<file path="config.mk">
export PLATFORM = sky130hd
export DESIGN_NAME = pstpa_front
export DESIGN_NICKNAME = d
export VERILOG_FILES = /design/src/hdl/pstpa_pkg.sv /design/src/hdl/pstpa_front.sv
export SDC_FILE = /design/constraint.sdc
export NUM_CORES = 1
export LEC_CHECK = 0
export ABC_AREA = 1
export BUFFER_PORTS_ARGS = -buffer_cell sky130_fd_sc_hd__buf_2
export CORE_MARGIN = 5
export CORE_UTILIZATION = 55
export DETAILED_ROUTE_END_ITERATION = 8
export HOLD_SLACK_MARGIN = 0.15
export PLACE_DENSITY = 0.81
export SLEW_MARGIN = 10
export SYNTH_ARGS = -nofsm -noshare
export SYNTH_HDL_FRONTEND = slang
export SYNTH_SLANG_ARGS = --single-unit
</file>
<file path="constraint.sdc">
create_clock -name clk_i -period 9.5 [get_ports clk_i]
set_input_delay 0.475 -clock clk_i [delete_from_list [all_inputs] [get_ports clk_i]]
set_output_delay 0.475 -clock clk_i [all_outputs]
set_load 0.02 [all_outputs]
</file>
<file path="src/hdl/pstpa_pkg.sv">
// ----------------------------------------------------------------------------
// pstpa_pkg: shared types and constants for the prefix-sum tree
// Field widths, stream packing offsets, item kinds and the back-end states.
// ----------------------------------------------------------------------------
package pstpa_pkg;

  localparam int DEFAULT_SIZE = 1024;

  localparam int POS_W  = 11;
  localparam int DATA_W = 64;

  // Slave tdata packing, lowest bit first: position, delta, range_left, range_right
  localparam int POS_LSB    = 0;
  localparam int DELTA_LSB  = POS_LSB + POS_W;
  localparam int LEFT_LSB   = DELTA_LSB + DATA_W;
  localparam int RIGHT_LSB  = LEFT_LSB + POS_W;
  localparam int IN_BITS    = RIGHT_LSB + POS_W;
  localparam int IN_TDATA_W = ((IN_BITS + 7) / 8) * 8;

  localparam int OUT_TDATA_W = DATA_W;

  localparam int QUEUE_DEPTH = 2;
  localparam int QPTR_W      = $clog2(QUEUE_DEPTH);
  localparam int QCNT_W      = $clog2(QUEUE_DEPTH + 1);

  typedef enum logic {
    KIND_ADD   = 1'b0,
    KIND_QUERY = 1'b1
  } kind_e;

  typedef enum logic [2:0] {
    ST_CLEAR,
    ST_IDLE,
    ST_ADD,
    ST_QUERY,
    ST_OUT
  } state_e;

  // Command handed from front to back (walk indexes travel separately)
  typedef struct packed {
    kind_e              kind;
    logic [DATA_W-1:0]  delta;
  } cmd_t;

  // Back-end status seen by the front
  typedef struct packed {
    logic clearing;
  } status_t;

endpackage

</file>
<file path="src/hdl/pstpa_front.sv">
// ----------------------------------------------------------------------------
// pstpa_front: item intake and classification
// Unpacks items, drops adds that touch nothing, saturates query bounds and
// queues commands for the back end.
// ----------------------------------------------------------------------------
module pstpa_front #(
  parameter int SIZE = pstpa_pkg::DEFAULT_SIZE,
  localparam int IdxBits = $clog2(SIZE + 1),
  localparam int WalkW   = ((IdxBits > pstpa_pkg::POS_W) ? IdxBits : pstpa_pkg::POS_W) + 1
) (
  input  logic                                  clk_i,
  input  logic                                  rst_ni,
  input  logic                                  s_axis_tvalid_i,
  output logic                                  s_axis_tready_o,
  input  logic [pstpa_pkg::IN_TDATA_W-1:0]      s_axis_tdata_i,
  input  logic                                  s_axis_tuser_i,
  input  pstpa_pkg::status_t                    status_i,
  output logic                                  cmd_valid_o,
  input  logic                                  cmd_ready_i,
  output pstpa_pkg::cmd_t                       cmd_o,
  output logic [WalkW-1:0]                      cmd_idx_a_o,
  output logic [WalkW-1:0]                      cmd_idx_b_o
);

  localparam logic [WalkW-1:0] SizeW = WalkW'(SIZE);

  pstpa_pkg::kind_e             kind;
  logic [WalkW-1:0]             pos_w, left_w, right_w, right_sat, left_m1, lower_sat;
  logic [pstpa_pkg::DATA_W-1:0] delta;
  logic                         accept, keep, push, pop;
  logic [WalkW-1:0]             idx_a, idx_b;

  pstpa_pkg::cmd_t              cmd_q   [pstpa_pkg::QUEUE_DEPTH];
  logic [WalkW-1:0]             idx_a_q [pstpa_pkg::QUEUE_DEPTH];
  logic [WalkW-1:0]             idx_b_q [pstpa_pkg::QUEUE_DEPTH];
  logic [pstpa_pkg::QPTR_W-1:0] wr_ptr_q, wr_ptr_d, rd_ptr_q, rd_ptr_d;
  logic [pstpa_pkg::QCNT_W-1:0] count_q, count_d;

  // Unpack and classify
  always_comb begin
    kind    = pstpa_pkg::kind_e'(s_axis_tuser_i);
    pos_w   = WalkW'(s_axis_tdata_i[pstpa_pkg::POS_LSB +: pstpa_pkg::POS_W]);
    delta   = s_axis_tdata_i[pstpa_pkg::DELTA_LSB +: pstpa_pkg::DATA_W];
    left_w  = WalkW'(s_axis_tdata_i[pstpa_pkg::LEFT_LSB +: pstpa_pkg::POS_W]);
    right_w = WalkW'(s_axis_tdata_i[pstpa_pkg::RIGHT_LSB +: pstpa_pkg::POS_W]);

    right_sat = (right_w > SizeW) ? SizeW : right_w;
    left_m1   = left_w - WalkW'(1);
    lower_sat = (left_w == '0) ? '0 : ((left_m1 > SizeW) ? SizeW : left_m1);

    keep = 1'b1;
    unique case (kind)
      pstpa_pkg::KIND_ADD: begin
        idx_a = pos_w;
        idx_b = '0;
        keep  = (pos_w != '0) && (pos_w <= SizeW);
      end
      pstpa_pkg::KIND_QUERY: begin
        idx_a = right_sat;
        idx_b = lower_sat;
      end
      default: begin
        idx_a = '0;
        idx_b = '0;
      end
    endcase
  end

  assign s_axis_tready_o = (count_q < pstpa_pkg::QCNT_W'(pstpa_pkg::QUEUE_DEPTH))
                           && !status_i.clearing;
  assign accept = s_axis_tvalid_i && s_axis_tready_o;
  assign push   = accept && keep;
  assign pop    = cmd_valid_o && cmd_ready_i;

  assign cmd_valid_o = (count_q != '0);
  assign cmd_o       = cmd_q[rd_ptr_q];
  assign cmd_idx_a_o = idx_a_q[rd_ptr_q];
  assign cmd_idx_b_o = idx_b_q[rd_ptr_q];

  always_comb begin
    wr_ptr_d = push ? wr_ptr_q + pstpa_pkg::QPTR_W'(1) : wr_ptr_q;
    rd_ptr_d = pop ? rd_ptr_q + pstpa_pkg::QPTR_W'(1) : rd_ptr_q;
    count_d  = count_q + pstpa_pkg::QCNT_W'(push) - pstpa_pkg::QCNT_W'(pop);
  end

  always_ff @(posedge clk_i or negedge rst_ni) begin
    if (!rst_ni) begin
      wr_ptr_q <= '0;
      rd_ptr_q <= '0;
      count_q  <= '0;
    end else begin
      wr_ptr_q <= wr_ptr_d;
      rd_ptr_q <= rd_ptr_d;
      count_q  <= count_d;
    end
  end

  // Queue payload, no reset
  always_ff @(posedge clk_i) begin
    if (push) begin
      cmd_q[wr_ptr_q]   <= '{kind: kind, delta: delta};
      idx_a_q[wr_ptr_q] <= idx_a;
      idx_b_q[wr_ptr_q] <= idx_b;
    end
  end

endmodule

</file>
## Word level (Yosys, flattened, before mapping)

Memory sizes are Yosys's and may differ from the RTL's.
Index checks and enable logic that the tools add are counted.

- Bits in registers: 4
- Latch bits: 0
- Memory bits (writable): 178
- Bits in read-only memories: 0
- Input port bits: 110
- Output and inout bits: 91
- Logic and storage cells: 33
- Memories: 3

- Add/subtract/negate cells: 5
- $mul: 0
- Div/mod/pow operators: 0
- Order comparisons: 4
- Equality and inequality tests: 0
- Shifts and indexed selects: 0
- Mux-type cells: 8
- Bitwise logic cells: 1
- Reductions and logical operators: 9

Memories:

| memory | depth | bits a word | read ports | clocked after Yosys merged registers in | write ports | line | RTL |
|---|---|---|---|---|---|---|---|
| cmd_q | 2 | 65 | 1 | 0 | 1 | pstpa_front.sv:33 | `pstpa_pkg::cmd_t cmd_q [pstpa_pkg::QUEUE_DEPTH];` |
| idx_a_q | 2 | 12 | 1 | 0 | 1 | pstpa_front.sv:34 | `logic [WalkW-1:0] idx_a_q [pstpa_pkg::QUEUE_DEPTH];` |
| idx_b_q | 2 | 12 | 1 | 0 | 1 | pstpa_front.sv:35 | `logic [WalkW-1:0] idx_b_q [pstpa_pkg::QUEUE_DEPTH];` |

Operator list:

| cell | count |
|---|---|
| 12-bit case mux with 2 select lines | 2 |
| 12-bit 2-to-1 mux | 2 |
| 12-bit by 11-bit > comparator with 1-bit output (second input constant) | 1 |
| 11-bit by 1-bit subtractor with 12-bit output (second input constant) | 1 |
| 11-bit > comparator (second input constant) | 1 |
| 11-bit <= comparator (second input constant) | 1 |
| 11-bit zero test | 1 |
| 11-bit 2-to-1 mux | 1 |
| 11-bit nonzero test | 1 |
| 1-bit logical AND | 5 |
| 1-bit 2-to-1 mux | 3 |
| 1-bit adder (second input constant) | 2 |
| 2-bit by 1-bit adder with 2-bit output | 1 |
| 2-bit less-than comparator (second input constant) | 1 |
| 2-bit nonzero test | 1 |
| 2-bit by 1-bit subtractor with 2-bit output | 1 |
| 1-bit zero test | 1 |
| 1-bit NOT | 1 |

## Longest topological paths before layout

Gate-level depths: netlist of the first run.

- Word-level depth: 6
- Depth in mapped cells: 10
- Depth with buffers taken out: 10

## Worst setup path before layout of the first run

No wires, ideal clock.

- Path type: input -> register
- Start: in s_axis_tdata_i[5] in the netlist's numbering
- End: mem cmd_q[0][0] in the netlist's numbering (enable)
- Data arrival time: 4.656 ns
- Required time: 8.963 ns
- Setup slack: 4.308 ns
- Cell stages on the path: 7
- Path buffers: 0
- Path through: nor2_1 nand4_1 nor2_1 nand2_1 nand3_1 nand2_1 nor2_1

- Word-level cells in the longest chain between the ends: 6
- Elaborated cells between the ends (all ways): 7
- Classes of those cells: order compare: 1; mux: 3; reduce/logical: 3

Ends and longest elaborated chain:

| item | line | RTL |
|---|---|---|
| from (decl) | pstpa_front.sv:15 | `input logic [pstpa_pkg::IN_TDATA_W-1:0] s_axis_tdata_i,` |
| 11-bit <= comparator or 11-bit nonzero test (tied branches) | pstpa_front.sv:56 | `keep = (pos_w != '0) && (pos_w <= SizeW);` |
| 1-bit logical AND (*) | pstpa_front.sv:56 |  |
| 1-bit 2-to-1 mux (*) | pstpa_front.sv:52 | `unique case (kind)` |
| 1-bit logical AND (*) | pstpa_front.sv:72 | `assign push = accept && keep;` |
| 1-bit 2-to-1 mux (*) | pstpa_front.sv:100 | `if (push) begin` |
| 1-bit 2-to-1 mux (not written as such) (*) | pstpa_front.sv:101 | `cmd_q[wr_ptr_q] <= '{kind: kind, delta: delta};` |
| to (decl) | pstpa_front.sv:33 |  |

Every way passes the cells marked *; elsewhere a longest branch is shown, timed or not.

## Worst setup path in the final report of the first run

- Start: in s_axis_tuser_i
- End: mem cmd_q[1][35] in the netlist's numbering (enable)

- Word-level cells in the longest chain between the ends: 4

Ends and longest elaborated chain:

| item | line | RTL |
|---|---|---|
| from (decl) | pstpa_front.sv:16 | `input logic s_axis_tuser_i,` |
| 1-bit 2-to-1 mux | pstpa_front.sv:52 |  |
| 1-bit logical AND | pstpa_front.sv:72 |  |
| 1-bit 2-to-1 mux | pstpa_front.sv:100 |  |
| 1-bit 2-to-1 mux (not written as such) | pstpa_front.sv:101 |  |

Every way passes these cells.

==> results.txt, run 1 <==
----------------------------------------------------
[Power]
  Psw ... 869.6 uW
  Int Pwr ... 1.511 mW
  Maximum vdd ir drop ... 0.0001607 V
  Comb power frac ... 33.1%
  Leakage ... 3.918 nW
  Overall power consumption ... 2.380 mW
  Clock power frac ... 26.1%
  Sequential fraction of design power ... 40.8%
  Pwr Density ... 265.3 nW/um^2
  Switching share of power ... 36.53%

[Synthesis]
  Post-synthesis cell type count ... 31
  Cell types with the highest counts after synthesis ... sky130_fd_sc_hd__nand2_1 (302), sky130_fd_sc_hd__edfxtp_1 (176), sky130_fd_sc_hd__inv_1 (25)
  Proportion of synthesized chip area in sequential cells ... 73.90%
  Cell type with the highest aggregate area in the netlist ... sky130_fd_sc_hd__edfxtp_1
  Synthesized flop and latch total ... 180
  Dominant cells by area after synthesis ... sky130_fd_sc_hd__edfxtp_1 (73%), sky130_fd_sc_hd__nand2_1 (16%), sky130_fd_sc_hd__dfrtp_1 (1.4%)
  Synth warn ... 0
  Cells after synthesis ... 626
  Primary FF master, synth ... sky130_fd_sc_hd__edfxtp_1
  Share of synthesized registers carrying an async set or reset ... 2.222%
  Share of the synthesized area in the top cell type ... 72.53%
  Most numerous cell in the Yosys netlist ... sky130_fd_sc_hd__nand2_1
  Mapped Area ... 7287 sq um
  Number of enable flip-flop cells after synthesis ... 176
  Mapped Avg Cell Area ... 11.64 sq um

[Timing]
  Min cycle time layout ... 2.888 ns
  Number of setup violations in the final report ... 0
  Maximum achievable frequency ... 346.3 MHz
  Setup clock skew after layout ... 0.01050 ns
  Relative slew slack ... 29.97%
  Number of failing hold endpoints at the final stage ... 0
  Unrepaired setup endpoints after global routing ... false
  Tcrit/Tclk final ... 30.40%
  Pins over their slew limit ... 0
  Transition time at the pin with the least slew margin ... 1.048 ns
  Final sum of negative setup slack ... 0 ns

[Finish]
  Share of cells above drive strength 1 ... 29.98%
  P&R area growth vs syn ... 23.13%
  Nets ... 936
  Area taken by flip-flops and latches ... 5386 sq um
  Area of combinational cells with multiple inputs ... 1710 sq um
  Number of antenna diodes ... 0
  Filler cell count ... 960

[Min path]
  Min-Delay Path Class ... in -> reg

[Clocking]
  Total clock buffers created by CTS ... 17
  Hold buffer count at CTS ... 1
  Post-CTS clock slew at the launch and capture registers of the worst setup and hold paths ... 0.06 ns
  Post-cts resize count ... 0
  Buffer levels on the longest clock path ... 2
  Clock root cell ... sky130_fd_sc_hd__clkbuf_16
  Clock sink count ... 180
  Total setup buffers inserted after CTS ... 0
  H-tree level count ... 4
  Later-pin clock latency in the skew report ... 0.41 ns
  Clock tree from TritonCTS ... built

[Placement]
  Placed wire-length estimate ... 10160 um
  Last weighted congestion value of the routability-driven placer ... 0.8617
  Count of input and output buffers ... 192

[Global route]
  First-pass GRT wire length ... 24270 um
  Pin count of the biggest net entering global routing ... 89
  Initial antenna violation count ... 0
  Vias in the first global route ... 5170
  Global-route congestion overflow total ... 0
  Aggregate global-route resource usage ... 19.33%

[Detailed routing]
  Post-detailed-route wirelength per cell ... 14.63 um
  Vias after detailed routing ... 5006
  Number of DRC markers after the initial detailed-route iteration ... 347
  DRC violation count after routing ... 0
  Post-Route WL ... 14780 um
  Residual antenna-violating net count after detailed routing ... 0
  Vias per Instance ... 4.956
  Pre-Repair DR Iteration Count ... 5

[Floorplan]
  Core Rows ... 42
  Core area ... 13140 sq um
  Die X-Extent ... 125.1 um
  Height of the die ... 125.1 um
  Initial Utilization ... 55.47%
  Total Die Area ... 15650 sq um
  Boundary Pins ... 201

[Critical path]
  Startpoint kind of the worst setup timing path ... input pin
  Biggest fanout along the worst timing path ... 54
  Critical Path Max Stage Delay ... 0.85 ns
  Worst-path cell with the longest stage delay ... sky130_fd_sc_hd__nor2_4
  Crit-path cells ... buf_2, inv_1, nand3_1, nand2_1, nor2_4, buf_4
  Kind of critical path ... in -> reg
  Required time worst endpoint ... 9.54 ns
  Kind of capture point of the worst setup path ... flop
  Data arrival, critical path ... 2.92 ns

[Job]
  Max capacitance violation total ... 0

[Status]
  Outcome ... complete, no violations

----------------------------------------------------
## worst paths after layout
kind / end / start / slack, ns / cells past startpoint
worst min register to register: wr_ptr_q / wr_ptr_q / 0.58 / 2
worst max register to register: cmd_q[1][35] / count_q[1] / 6.66 / 4
max in group asynchronous: rd_ptr_q / rst_ni / 8.94 / 2
worst min-delay path: cmd_q[1][16] / s_axis_tdata_i[27] / 0.25 / 1
worst max-delay path: cmd_q[1][35] / s_axis_tuser_i / 6.61 / 6
min in group asynchronous: wr_ptr_q / rst_ni / 0.43 / 2
## critical path: cells and delay by family
kind / cells / cell delay, ns
buffers and inverters: 3 / 1.23
AND/OR/NAND/NOR: 3 / 1.19
## area by class of cell
type | instances | area share [%]
sequential | 180 | 60.03
multi-input combinational | 393 | 19.06
timing repair buffer | 197 | 11.16
clock buffer | 19 | 4.825
tap | 176 | 2.454
inverter | 32 | 1.339
clock inverter | 13 | 1.130
## placed cells by master, fill, tap and decap left out, drive strengths merged
master	n
xnor2	3
a21oi	7
nand2	304
inv	35
nor2	29
a31oi	1
nor3b	2
o21ai	10
conb	3
nand4	4
xor2	3
edfxtp	176
ha	5
buf	196
nand3	17
dfrtp	4
nor4	1
clkbuf	19
clkinv	6
dlygate4sd3	1
nor3	1
clkinvlp	4
or2	3
## registers in the layout, indices dropped and copies added (netlist names)
signal    count
cmd_q       130
idx_a_q      22
idx_b_q      24
count_q       2
wr_ptr_q      1
rd_ptr_q      1
## power groups by stage
stage	Combinational, mW	Sequential (mW)	Clock [mW]
2_1_floorplan	0.521	0.988	0
3_3_place_gp	0.781	0.984	0
3_5_place_dp	0.796	0.988	0
4_1_cts	0.798	0.972	0.632
5_1_grt	0.868	0.976	0.677
6_report	0.788	0.971	0.621
## logic make-up (layout without fill, tap and decap cells)
group / after synthesis / count (layout) / synth area share, %
and+or+nand+nor: 361 / 361 / 20.14
AOI/OAI and AO/OA: 18 / 18 / 1.391
buffers and inverters: 55 / 261 / 2.936
DFF: 180 / 180 / 73.90
other: 1 / 3 / 0.05146
xor gates and xnor gates: 6 / 6 / 0.7213
adders and majority gates: 5 / 5 / 0.8585
## layer usage
metal	part of all wire (%)	up-vias	wire, um	GRT usage [%]
li1	-	2462	-	-
met1	40	2341	5976	23.33
met2	52	189	7691	34.77
met3	6.5	14	956	4.904
met4	1.1	0	157	5.038
met5	0	-	0	0
## stage by stage
step | utilization (%) | instances | worst slack [ns] | cell area, sq um | hold slack (ns)
after floorplan | - | 628 | 4.308 | 7295 | 0.1794
after global placement | 64.15 | 977 | 6.223 | 8428 | 0.2827
after detailed placement | 64.15 | 977 | 6.127 | 8428 | 0.2858
after CTS | 68.30 | 1010 | 6.560 | 8972 | 0.2345
after global routing | 68.30 | 1010 | 6.351 | 8972 | 0.2272
final | 68.30 | 1010 | 6.612 | 8972 | 0.2518
No activity file was read; power rests on OpenSTA's default activity.
==> run 2, diff against run 1 <==
--- a/config.mk
+++ b/config.mk
@@ -5,13 +5,13 @@
 export SDC_FILE = /design/constraint.sdc
 export NUM_CORES = 1
 export LEC_CHECK = 0
-export ABC_AREA = 1
+export ABC_AREA = 0
 export BUFFER_PORTS_ARGS = -buffer_cell sky130_fd_sc_hd__buf_2
 export CORE_MARGIN = 5
-export CORE_UTILIZATION = 55
+export CORE_UTILIZATION = 47
 export DETAILED_ROUTE_END_ITERATION = 8
 export HOLD_SLACK_MARGIN = 0.15
-export PLACE_DENSITY = 0.81
+export PLACE_DENSITY = 0.74
 export SLEW_MARGIN = 10
 export SYNTH_ARGS = -nofsm -noshare
 export SYNTH_HDL_FRONTEND = slang
==> constraint.sdc (replaced) <==
create_clock -name clk_i -period 2.4 [get_ports clk_i]
set_input_delay 0.12 -clock clk_i [delete_from_list [all_inputs] [get_ports clk_i]]
set_output_delay 0.12 -clock clk_i [all_outputs]
set_load 0.02 [all_outputs]
==> results.txt, run 2 <==
----------------------------------------------------
[Detailed routing]
  Post-Route WL ... 15580 um (was 14780 um)
  Vias after detailed routing ... 4598 (was 5006)
  DRC violation count after routing ... 0 (unchanged)
  Post-detailed-route wirelength per cell ... 17.21 um (was 14.63 um)
  Residual antenna-violating net count after detailed routing ... 0 (unchanged)
  Pre-Repair DR Iteration Count ... 5 (unchanged)
  Number of DRC markers after the initial detailed-route iteration ... 235 (was 347)
  Vias per Instance ... 5.081 (was 4.956)

[Critical path]
  Data arrival, critical path ... 2.53 ns (was 2.92 ns)
  Crit-path leading delay family ... buffers and inverters (unchanged)
  Total number of cells along the worst setup path ... 7 (was 6)
  Worst-path cell with the longest stage delay ... sky130_fd_sc_hd__dlygate4sd3_1 (was sky130_fd_sc_hd__nor2_4)
  Critical Path Max Stage Delay ... 0.59 ns (was 0.85 ns)
  Depth of the worst register-to-register path ... 7 (was 4)
  Required time worst endpoint ... 2.68 ns (was 9.54 ns)
  Crit-path cells ... dlygate4sd3_1, buf_2, or4_1, o41ai_2, nand3_1, o21ai_0, dlygate4sd3_1 (was buf_2, inv_1, nand3_1, nand2_1, nor2_4, buf_4)
  Startpoint kind of the worst setup timing path ... input pin (unchanged)
  Cell with the most instances on the worst path ... sky130_fd_sc_hd__dlygate4sd3_1
  Kind of capture point of the worst setup path ... flop (unchanged)
  Biggest fanout along the worst timing path ... 3 (was 54)
  WP buf/inv ... 3 (unchanged)
  Kind of critical path ... in -> reg (unchanged)

[Clocking]
  Total clock buffers created by CTS ... 17 (unchanged)
  Post-CTS clock slew at the launch and capture registers of the worst setup and hold paths ... 0.06 ns (about the same)
  H-tree level count ... 4 (unchanged)
  Total setup buffers inserted after CTS ... 0 (unchanged)
  Clock tree from TritonCTS ... built (unchanged)
  Clock root cell ... sky130_fd_sc_hd__clkbuf_16 (unchanged)
  Later-pin clock latency in the skew report ... 0.42 ns (was 0.41 ns)
  Clock sink count ... 180 (unchanged)
  Buffer levels on the longest clock path ... 2 (unchanged)

[Placement]
  Count of input and output buffers ... 192 (unchanged)
  Last weighted congestion value of the routability-driven placer ... 0.9259 (was 0.8617)
  Worst slack, placed ... 0.2636 ns (was 6.127 ns)
  Placed Area ... 8513 sq um (was 8428 sq um)
  Placed wire-length estimate ... 10180 um (was 10160 um)

[Timing]
  Relative slew slack ... 62.30% (was 29.97%)
  Tcrit/Tclk final ... 93.63%
  Final worst-path setup slack ... 0.1530 ns (was 6.612 ns)
  Setup clock skew after layout ... 0.005075 ns (was 0.01050 ns)
  Min cycle time layout ... 2.247 ns
  Pins over their slew limit ... 0 (unchanged)
  Number of setup violations in the final report ... 0 (unchanged)
  Maximum achievable frequency ... 445.0 MHz
  Number of failing hold endpoints at the final stage ... 0 (unchanged)
  Final sum of negative setup slack ... 0 ns (unchanged)
  Transition time at the pin with the least slew margin ... 0.5612 ns (was 1.048 ns)
  Unrepaired setup endpoints after global routing ... false (unchanged)

[Finish]
  Filler cell count ... 1054 (was 960)
  Total non-filler cell area in the finished layout ... 10050 sq um (was 8972 sq um)
  Most common cell after layout, fill and taps aside ... sky130_fd_sc_hd__buf_2 (was sky130_fd_sc_hd__nand2_1)
  Number of antenna diodes ... 0 (unchanged)
  Number of flip-flops under the largest register name ... 130 (unchanged)
  Most frequent cells in the layout ... sky130_fd_sc_hd__buf_2 (192), sky130_fd_sc_hd__edfxtp_1 (176), sky130_fd_sc_hd__dlygate4sd3_1 (93) (was sky130_fd_sc_hd__nand2_1 (302), sky130_fd_sc_hd__buf_2 (192), sky130_fd_sc_hd__edfxtp_1 (176))
  Share of cells above drive strength 1 ... 47.00% (was 29.98%)
  Register name with the most flops ... cmd_q (unchanged)
  Largest registers in the final layout ... cmd_q: 130 flops, idx_b_q: 24 flops, idx_a_q: 22 flops (unchanged)
  Nets ... 819 (was 936)
  P&R area growth vs syn ... 39.43% (was 23.13%)

[Power]
  Leakage ... 3.818 nW (was 3.918 nW)
  Pwr Density ... 940.8 nW/um^2 (was 265.3 nW/um^2)
  Maximum vdd ir drop ... 0.0005618 V (was 0.0001607 V)

[Synthesis]
  Cell type with the highest aggregate area in the netlist ... sky130_fd_sc_hd__edfxtp_1 (unchanged)
  Synth Area in Simple Gates ... 4.167% (was 20.14%)
  Mapped Avg Cell Area ... 17.79 sq um (was 11.64 sq um)
  Synthesized flop and latch total ... 180 (unchanged)
  Primary FF master, synth ... sky130_fd_sc_hd__edfxtp_1 (unchanged)
  Cells after synthesis ... 405 (was 626)
  Main combinational cell family by area after synthesis ... multiplexers (was simple AND/OR/NAND/NOR gates)
  Proportion of synthesized area in mux cells ... 13.91% (was 0%)
  Adder-cell share of the synthesized area ... 0.8682% (was 0.8585%)
  Mapped Area ... 7206 sq um (was 7287 sq um)
  Share of the synthesized area in the top cell type ... 73.35% (was 72.53%)
  Most numerous cell in the Yosys netlist ... sky130_fd_sc_hd__edfxtp_1 (was sky130_fd_sc_hd__nand2_1)
  Xor/xnor cell area share of the yosys netlist ... 1.215% (was 0.7212%)
  Dominant cells by area after synthesis ... sky130_fd_sc_hd__edfxtp_1 (73%), sky130_fd_sc_hd__mux2_2 (14%), sky130_fd_sc_hd__dfrtp_1 (1.4%) (was sky130_fd_sc_hd__edfxtp_1 (73%), sky130_fd_sc_hd__nand2_1 (16%), sky130_fd_sc_hd__dfrtp_1 (1.4%))
  Synth warn ... 0 (unchanged)
  Number of enable flip-flop cells after synthesis ... 176 (unchanged)
  Synth Area in Compound Gates ... 3.195% (was 1.391%)
  Post-synthesis cell type count ... 44 (was 31)
  Share of synthesized registers carrying an async set or reset ... 2.222% (unchanged)
  Cell types with the highest counts after synthesis ... sky130_fd_sc_hd__edfxtp_1 (176), sky130_fd_sc_hd__mux2_2 (89), sky130_fd_sc_hd__inv_1 (15), sky130_fd_sc_hd__nor2_1 (15), sky130_fd_sc_hd__clkbuf_1 (12) (was sky130_fd_sc_hd__nand2_1 (302), sky130_fd_sc_hd__edfxtp_1 (176), sky130_fd_sc_hd__inv_1 (25))
  Proportion of synthesized chip area in sequential cells ... 74.74% (was 73.90%)

[Floorplan]
  Core Rows ... 45 (was 42)
  Initial Utilization ... 47.58% (was 55.47%)
  Die X-Extent ... 133.8 um (was 125.1 um)
  Boundary Pins ... 201 (unchanged)
  Height of the die ... 133.8 um (was 125.1 um)
  Total Die Area ... 17910 sq um (was 15650 sq um)
  Core area ... 15150 sq um (was 13140 sq um)

[Min path]
  Worst hold path cell count ... 3 (was 1)
  Min-Delay Path Class ... in -> reg (unchanged)

[Global route]
  Global-route congestion overflow total ... 0 (unchanged)
  Aggregate global-route resource usage ... 17.69% (was 19.33%)
  Vias in the first global route ... 4899 (was 5170)
  Pin count of the biggest net entering global routing ... 46 (was 89)
  First-pass GRT wire length ... 24670 um (was 24270 um)
  Initial antenna violation count ... 0 (unchanged)

[Job]
  Max capacitance violation total ... 0 (unchanged)

[Status]
  Outcome ... complete, no violations (unchanged)

----------------------------------------------------
run 2: logic make-up after synthesis:
family	count (synthesis)
compound gates	32
xor+xnor	10
fa+ha+maj	5
buf+inv	32
flops	180
mux	89
other cells	1
simple gates	56
run 2: final timing paths:
kind                                       to  slack [ns]               start
worst max-delay path            idx_a_q[0][6]        0.15  s_axis_tdata_i[92]
worst min-delay path            idx_b_q[0][5]        0.19  s_axis_tdata_i[80]
worst max register to register     count_q[1]        0.57          count_q[1]
worst min register to register     count_q[1]        0.57          count_q[1]
max in group asynchronous            rd_ptr_q        1.58              rst_ni
min in group asynchronous          count_q[0]        0.62              rst_ni
run 2: routing by layer:
layer	vias up	global-route usage (%)	share of wire [%]
li1	2176	-	-
met1	2200	21.69	42
met2	192	30.10	48
met3	30	5.026	7.3
met4	0	6.343	1.8
met5	-	0	0
run 2: report_power, final:
group | leakage, nW | total [mW] | switching [mW] | internal [mW]
registers | 1.65 | 3.97 | 0.207 | 3.77
clock network | 0.284 | 2.73 | 1.10 | 1.63
logic | 1.88 | 2.75 | 1.51 | 1.23
run 2: worst register-to-register path, delay by kind of cell, from the launching register on:
family,cells,cell delay (ns)
DFF,1,0.44
and+or+nand+nor,2,0.50
adders and majority gates,2,0.44
xor gates and xnor gates,2,0.33
buffers and inverters,1,0.04
run 2: what timing repair did:
action / in CTS / in global routing
gates resized for setup: 0 / 2
hold buffers: 93 / 0
endpoints found under the setup margin: 0 / 12
hold endpoints to repair: 165 / 0
run 2: area by class of cell:
type | instances | area, sq um | area share [%]
sequential | 180 | 5389 | 53.64
timing repair buffer | 295 | 2017 | 20.07
multi-input combinational | 195 | 1760 | 17.52
clock buffer | 18 | 429.2 | 4.272
tap | 188 | 235.2 | 2.341
clock inverter | 14 | 160.2 | 1.594
inverter | 15 | 56.30 | 0.5604
run 2: through the flow:
stage	instances	hold WS, ns	util (%)	power (mW)
final	905	0.1870	66.34	9.452
after global routing	905	0.2071	66.34	9.878
after CTS	905	0.1547	66.25	9.552
after detailed placement	780	-0.06786	56.21	6.681
after global placement	780	-0.07187	56.21	6.630
after floorplan	407	-0.1756	-	5.762
==> run 3, diff against run 2 <==
--- a/config.mk
+++ b/config.mk
@@ -5,7 +5,7 @@
 export SDC_FILE = /design/constraint.sdc
 export NUM_CORES = 1
 export LEC_CHECK = 0
-export ABC_AREA = 0
+export ABC_AREA = 1
 export BUFFER_PORTS_ARGS = -buffer_cell sky130_fd_sc_hd__buf_2
 export CORE_MARGIN = 5
 export CORE_UTILIZATION = 47
==> results.txt, run 3 (same netlist as run 1, synthesis figures left out) <==
----------------------------------------------------
[Status]
  Outcome ... complete, no violations (unchanged)

[Finish]
  Most frequent cells in the layout ... sky130_fd_sc_hd__nand2_1 (301), sky130_fd_sc_hd__buf_2 (192), sky130_fd_sc_hd__edfxtp_1 (176) (was sky130_fd_sc_hd__buf_2 (192), sky130_fd_sc_hd__edfxtp_1 (176), sky130_fd_sc_hd__dlygate4sd3_1 (93))
  Largest registers in the final layout ... cmd_q: 130 flops, idx_b_q: 24 flops, idx_a_q: 22 flops (unchanged)
  Most common cell after layout, fill and taps aside ... sky130_fd_sc_hd__nand2_1 (was sky130_fd_sc_hd__buf_2)
  Nets ... 1028 (was 819)
  Share of cells above drive strength 1 ... 27.27% (was 47.00%)
  Area of combinational cells with multiple inputs ... 1718 sq um (was 1760 sq um)
  Count of non-filler cells in the finished layout ... 1112 (was 905)
  Area taken by flip-flops and latches ... 5386 sq um (was 5389 sq um)
  Filler cell count ... 1130 (was 1054)
  Number of flip-flops under the largest register name ... 130 (unchanged)
  Register name with the most flops ... cmd_q (unchanged)
  Number of antenna diodes ... 0 (unchanged)
  Total non-filler cell area in the finished layout ... 10010 sq um (was 10050 sq um)
  P&R area growth vs syn ... 37.43% (was 39.43%)

[Power]
  Sequential fraction of design power ... 38.7% (was 42.0%)
  Clock power frac ... 27.1% (was 28.9%)
  Comb power frac ... 34.2% (was 29.1%)
  Psw ... 3.482 mW (was 2.826 mW)
  Pwr Density ... 990.3 nW/um^2 (was 940.8 nW/um^2)
  Leakage ... 4.361 nW (was 3.818 nW)
  Int Pwr ... 6.436 mW (was 6.626 mW)
  Maximum vdd ir drop ... 0.0004848 V (was 0.0005618 V)
  Switching share of power ... 35.11% (was 29.90%)

[Timing]
  Worst hold slack ... 0.1755 ns (was 0.1870 ns)
  Number of failing hold endpoints at the final stage ... 0 (unchanged)
  Min cycle time layout ... 2.090 ns (was 2.247 ns)
  Maximum achievable frequency ... 478.5 MHz (was 445.0 MHz)
  Final worst-path setup slack ... 0.3100 ns (was 0.1530 ns)
  Final sum of negative setup slack ... 0 ns (unchanged)
  Number of setup violations in the final report ... 0 (unchanged)
  Pins over their slew limit ... 0 (unchanged)
  Relative slew slack ... 36.04% (was 62.30%)
  Tcrit/Tclk final ... 87.08% (was 93.63%)
  Setup clock skew after layout ... 0.007151 ns (was 0.005075 ns)
  Unrepaired setup endpoints after global routing ... false (unchanged)
  Transition time at the pin with the least slew margin ... 0.9594 ns (was 0.5612 ns)

[Critical path]
  Kind of critical path ... reg -> out (was in -> reg)
  Biggest fanout along the worst timing path ... 88 (was 3)
  Required time worst endpoint ... 2.28 ns (was 2.68 ns)
  Kind of capture point of the worst setup path ... output port (was flop)
  R2R Setup Slk ... 0.73 ns (was 0.57 ns)
  Startpoint kind of the worst setup timing path ... flop (was input pin)
  Data arrival, critical path ... 1.97 ns (was 2.53 ns)

[Detailed routing]
  Number of DRC markers after the initial detailed-route iteration ... 288 (was 235)
  Residual antenna-violating net count after detailed routing ... 0 (unchanged)
  Pre-Repair DR Iteration Count ... 4 (was 5)
  DRC violation count after routing ... 0 (unchanged)
  Vias per Instance ... 4.754 (was 5.081)
  Post-Route WL ... 16340 um (was 15580 um)
  Post-detailed-route wirelength per cell ... 14.70 um (was 17.21 um)
  Vias after detailed routing ... 5287 (was 4598)

[Floorplan]
  Initial Utilization ... 47.93% (was 47.58%)
  Boundary Pins ... 201 (unchanged)
  Die X-Extent ... 134.5 um (was 133.8 um)
  Total Die Area ... 18090 sq um (was 17910 sq um)
  Core area ... 15200 sq um (was 15150 sq um)
  Height of the die ... 134.5 um (was 133.8 um)
  Core Rows ... 45 (unchanged)

[Placement]
  Worst slack, placed ... 0.7147 ns (was 0.2636 ns)
  Placed Area ... 8556 sq um (was 8513 sq um)
  Last weighted congestion value of the routability-driven placer ... 0.8371 (was 0.9259)
  Count of input and output buffers ... 192 (unchanged)
  Placed Cells ... 993 (was 780)
  Placed wire-length estimate ... 10030 um (was 10180 um)

[Global route]
  Global-route congestion overflow total ... 0 (unchanged)
  Vias in the first global route ... 5299 (was 4899)
  Aggregate global-route resource usage ... 18.46% (was 17.69%)
  Initial antenna violation count ... 0 (unchanged)
  First-pass GRT wire length ... 26030 um (was 24670 um)
  Pin count of the biggest net entering global routing ... 89 (was 46)

[Clocking]
  Total setup buffers inserted after CTS ... 0 (unchanged)
  Total clock buffers created by CTS ... 17 (unchanged)
  Clock tree from TritonCTS ... built (unchanged)
  Clock sink count ... 180 (unchanged)
  Clock root cell ... sky130_fd_sc_hd__clkbuf_16 (unchanged)
  Post-CTS clock slew at the launch and capture registers of the worst setup and hold paths ... 0.06 ns (about the same)
  Later-pin clock latency in the skew report ... 0.42 ns (about the same)
  H-tree level count ... 4 (unchanged)
  Buffer levels on the longest clock path ... 2 (unchanged)

[Min path]
  Min-Delay Path Class ... in -> reg (unchanged)

[Job]
  Max capacitance violation total ... 0 (unchanged)

----------------------------------------------------
run 3: cell types whose count changed in the layout (fill, tap and decap cells not counted), sizes merged, moves of 5 or more:
cell	delta
nand2	+294
mux2	-89
inv	+18
nand3	+14
nor2	+14
o22ai	-8
a21oi	+5
o21ai	+5
run 3: critical path, cell delays in order (launching register included):
cell and delay [ns]:
sky130_fd_sc_hd__dfrtp_2 0.36, sky130_fd_sc_hd__buf_4 0.75, sky130_fd_sc_hd__nand2_1 0.13, sky130_fd_sc_hd__nand2_1 0.14, sky130_fd_sc_hd__buf_2 0.17
run 3: power by group through the flow:
stage               clock network [mW]  logic [mW]  registers [mW]
floorplan                            0        2.07            3.89
global placement                     0        3.26            3.89
detailed placement                   0        3.30            3.90
CTS                               2.73        3.42            3.84
global route                      2.88        3.72            3.86
finish                            2.69        3.39            3.84
run 3: worst paths after layout:
kind,startpoint,to,cells past startpoint
setup / recovery,rd_ptr_q,cmd_idx_b_o[4],4
hold / removal,status_i,wr_ptr_q,5
setup reg to reg,count_q[1],count_q[1],7
hold reg to reg,wr_ptr_q,wr_ptr_q,2
max in group asynchronous,rst_ni,rd_ptr_q,3
min in group asynchronous,rst_ni,count_q[0],3
run 3: area by class of cell:
cell class / instances / area share [%]
timing repair buffer: 289 / 19.84
clock inverter: 10 / 1.312
clock buffer: 20 / 4.360
tap: 188 / 2.349
sequential: 180 / 53.79
multi-input combinational: 393 / 17.15
inverter: 32 / 1.199
run 3: metal layers:
| layer | up-vias | routed length [um] | track usage, % |
|---|---|---|---|
| met4 | 0 | 227 | 5.317 |
| met3 | 19 | 1202 | 5.365 |
| met2 | 187 | 8304 | 33.35 |
| met5 | - | 0 | 0 |
| li1 | 2649 | - | - |
| met1 | 2432 | 6608 | 21.41 |
run 3: metrics by stage:
stage	utilization, %	power, mW
after floorplan	-	5.961
after global placement	56.28	7.153
after detailed placement	56.28	7.196
after CTS	65.88	9.992
after global routing	65.88	10.46
final	65.88	9.918
run 3: repair_timing:
action	4_1_cts	5_1_grt
gates resized for setup	0	0
hold endpoints to repair	159	0
hold buffers	89	0
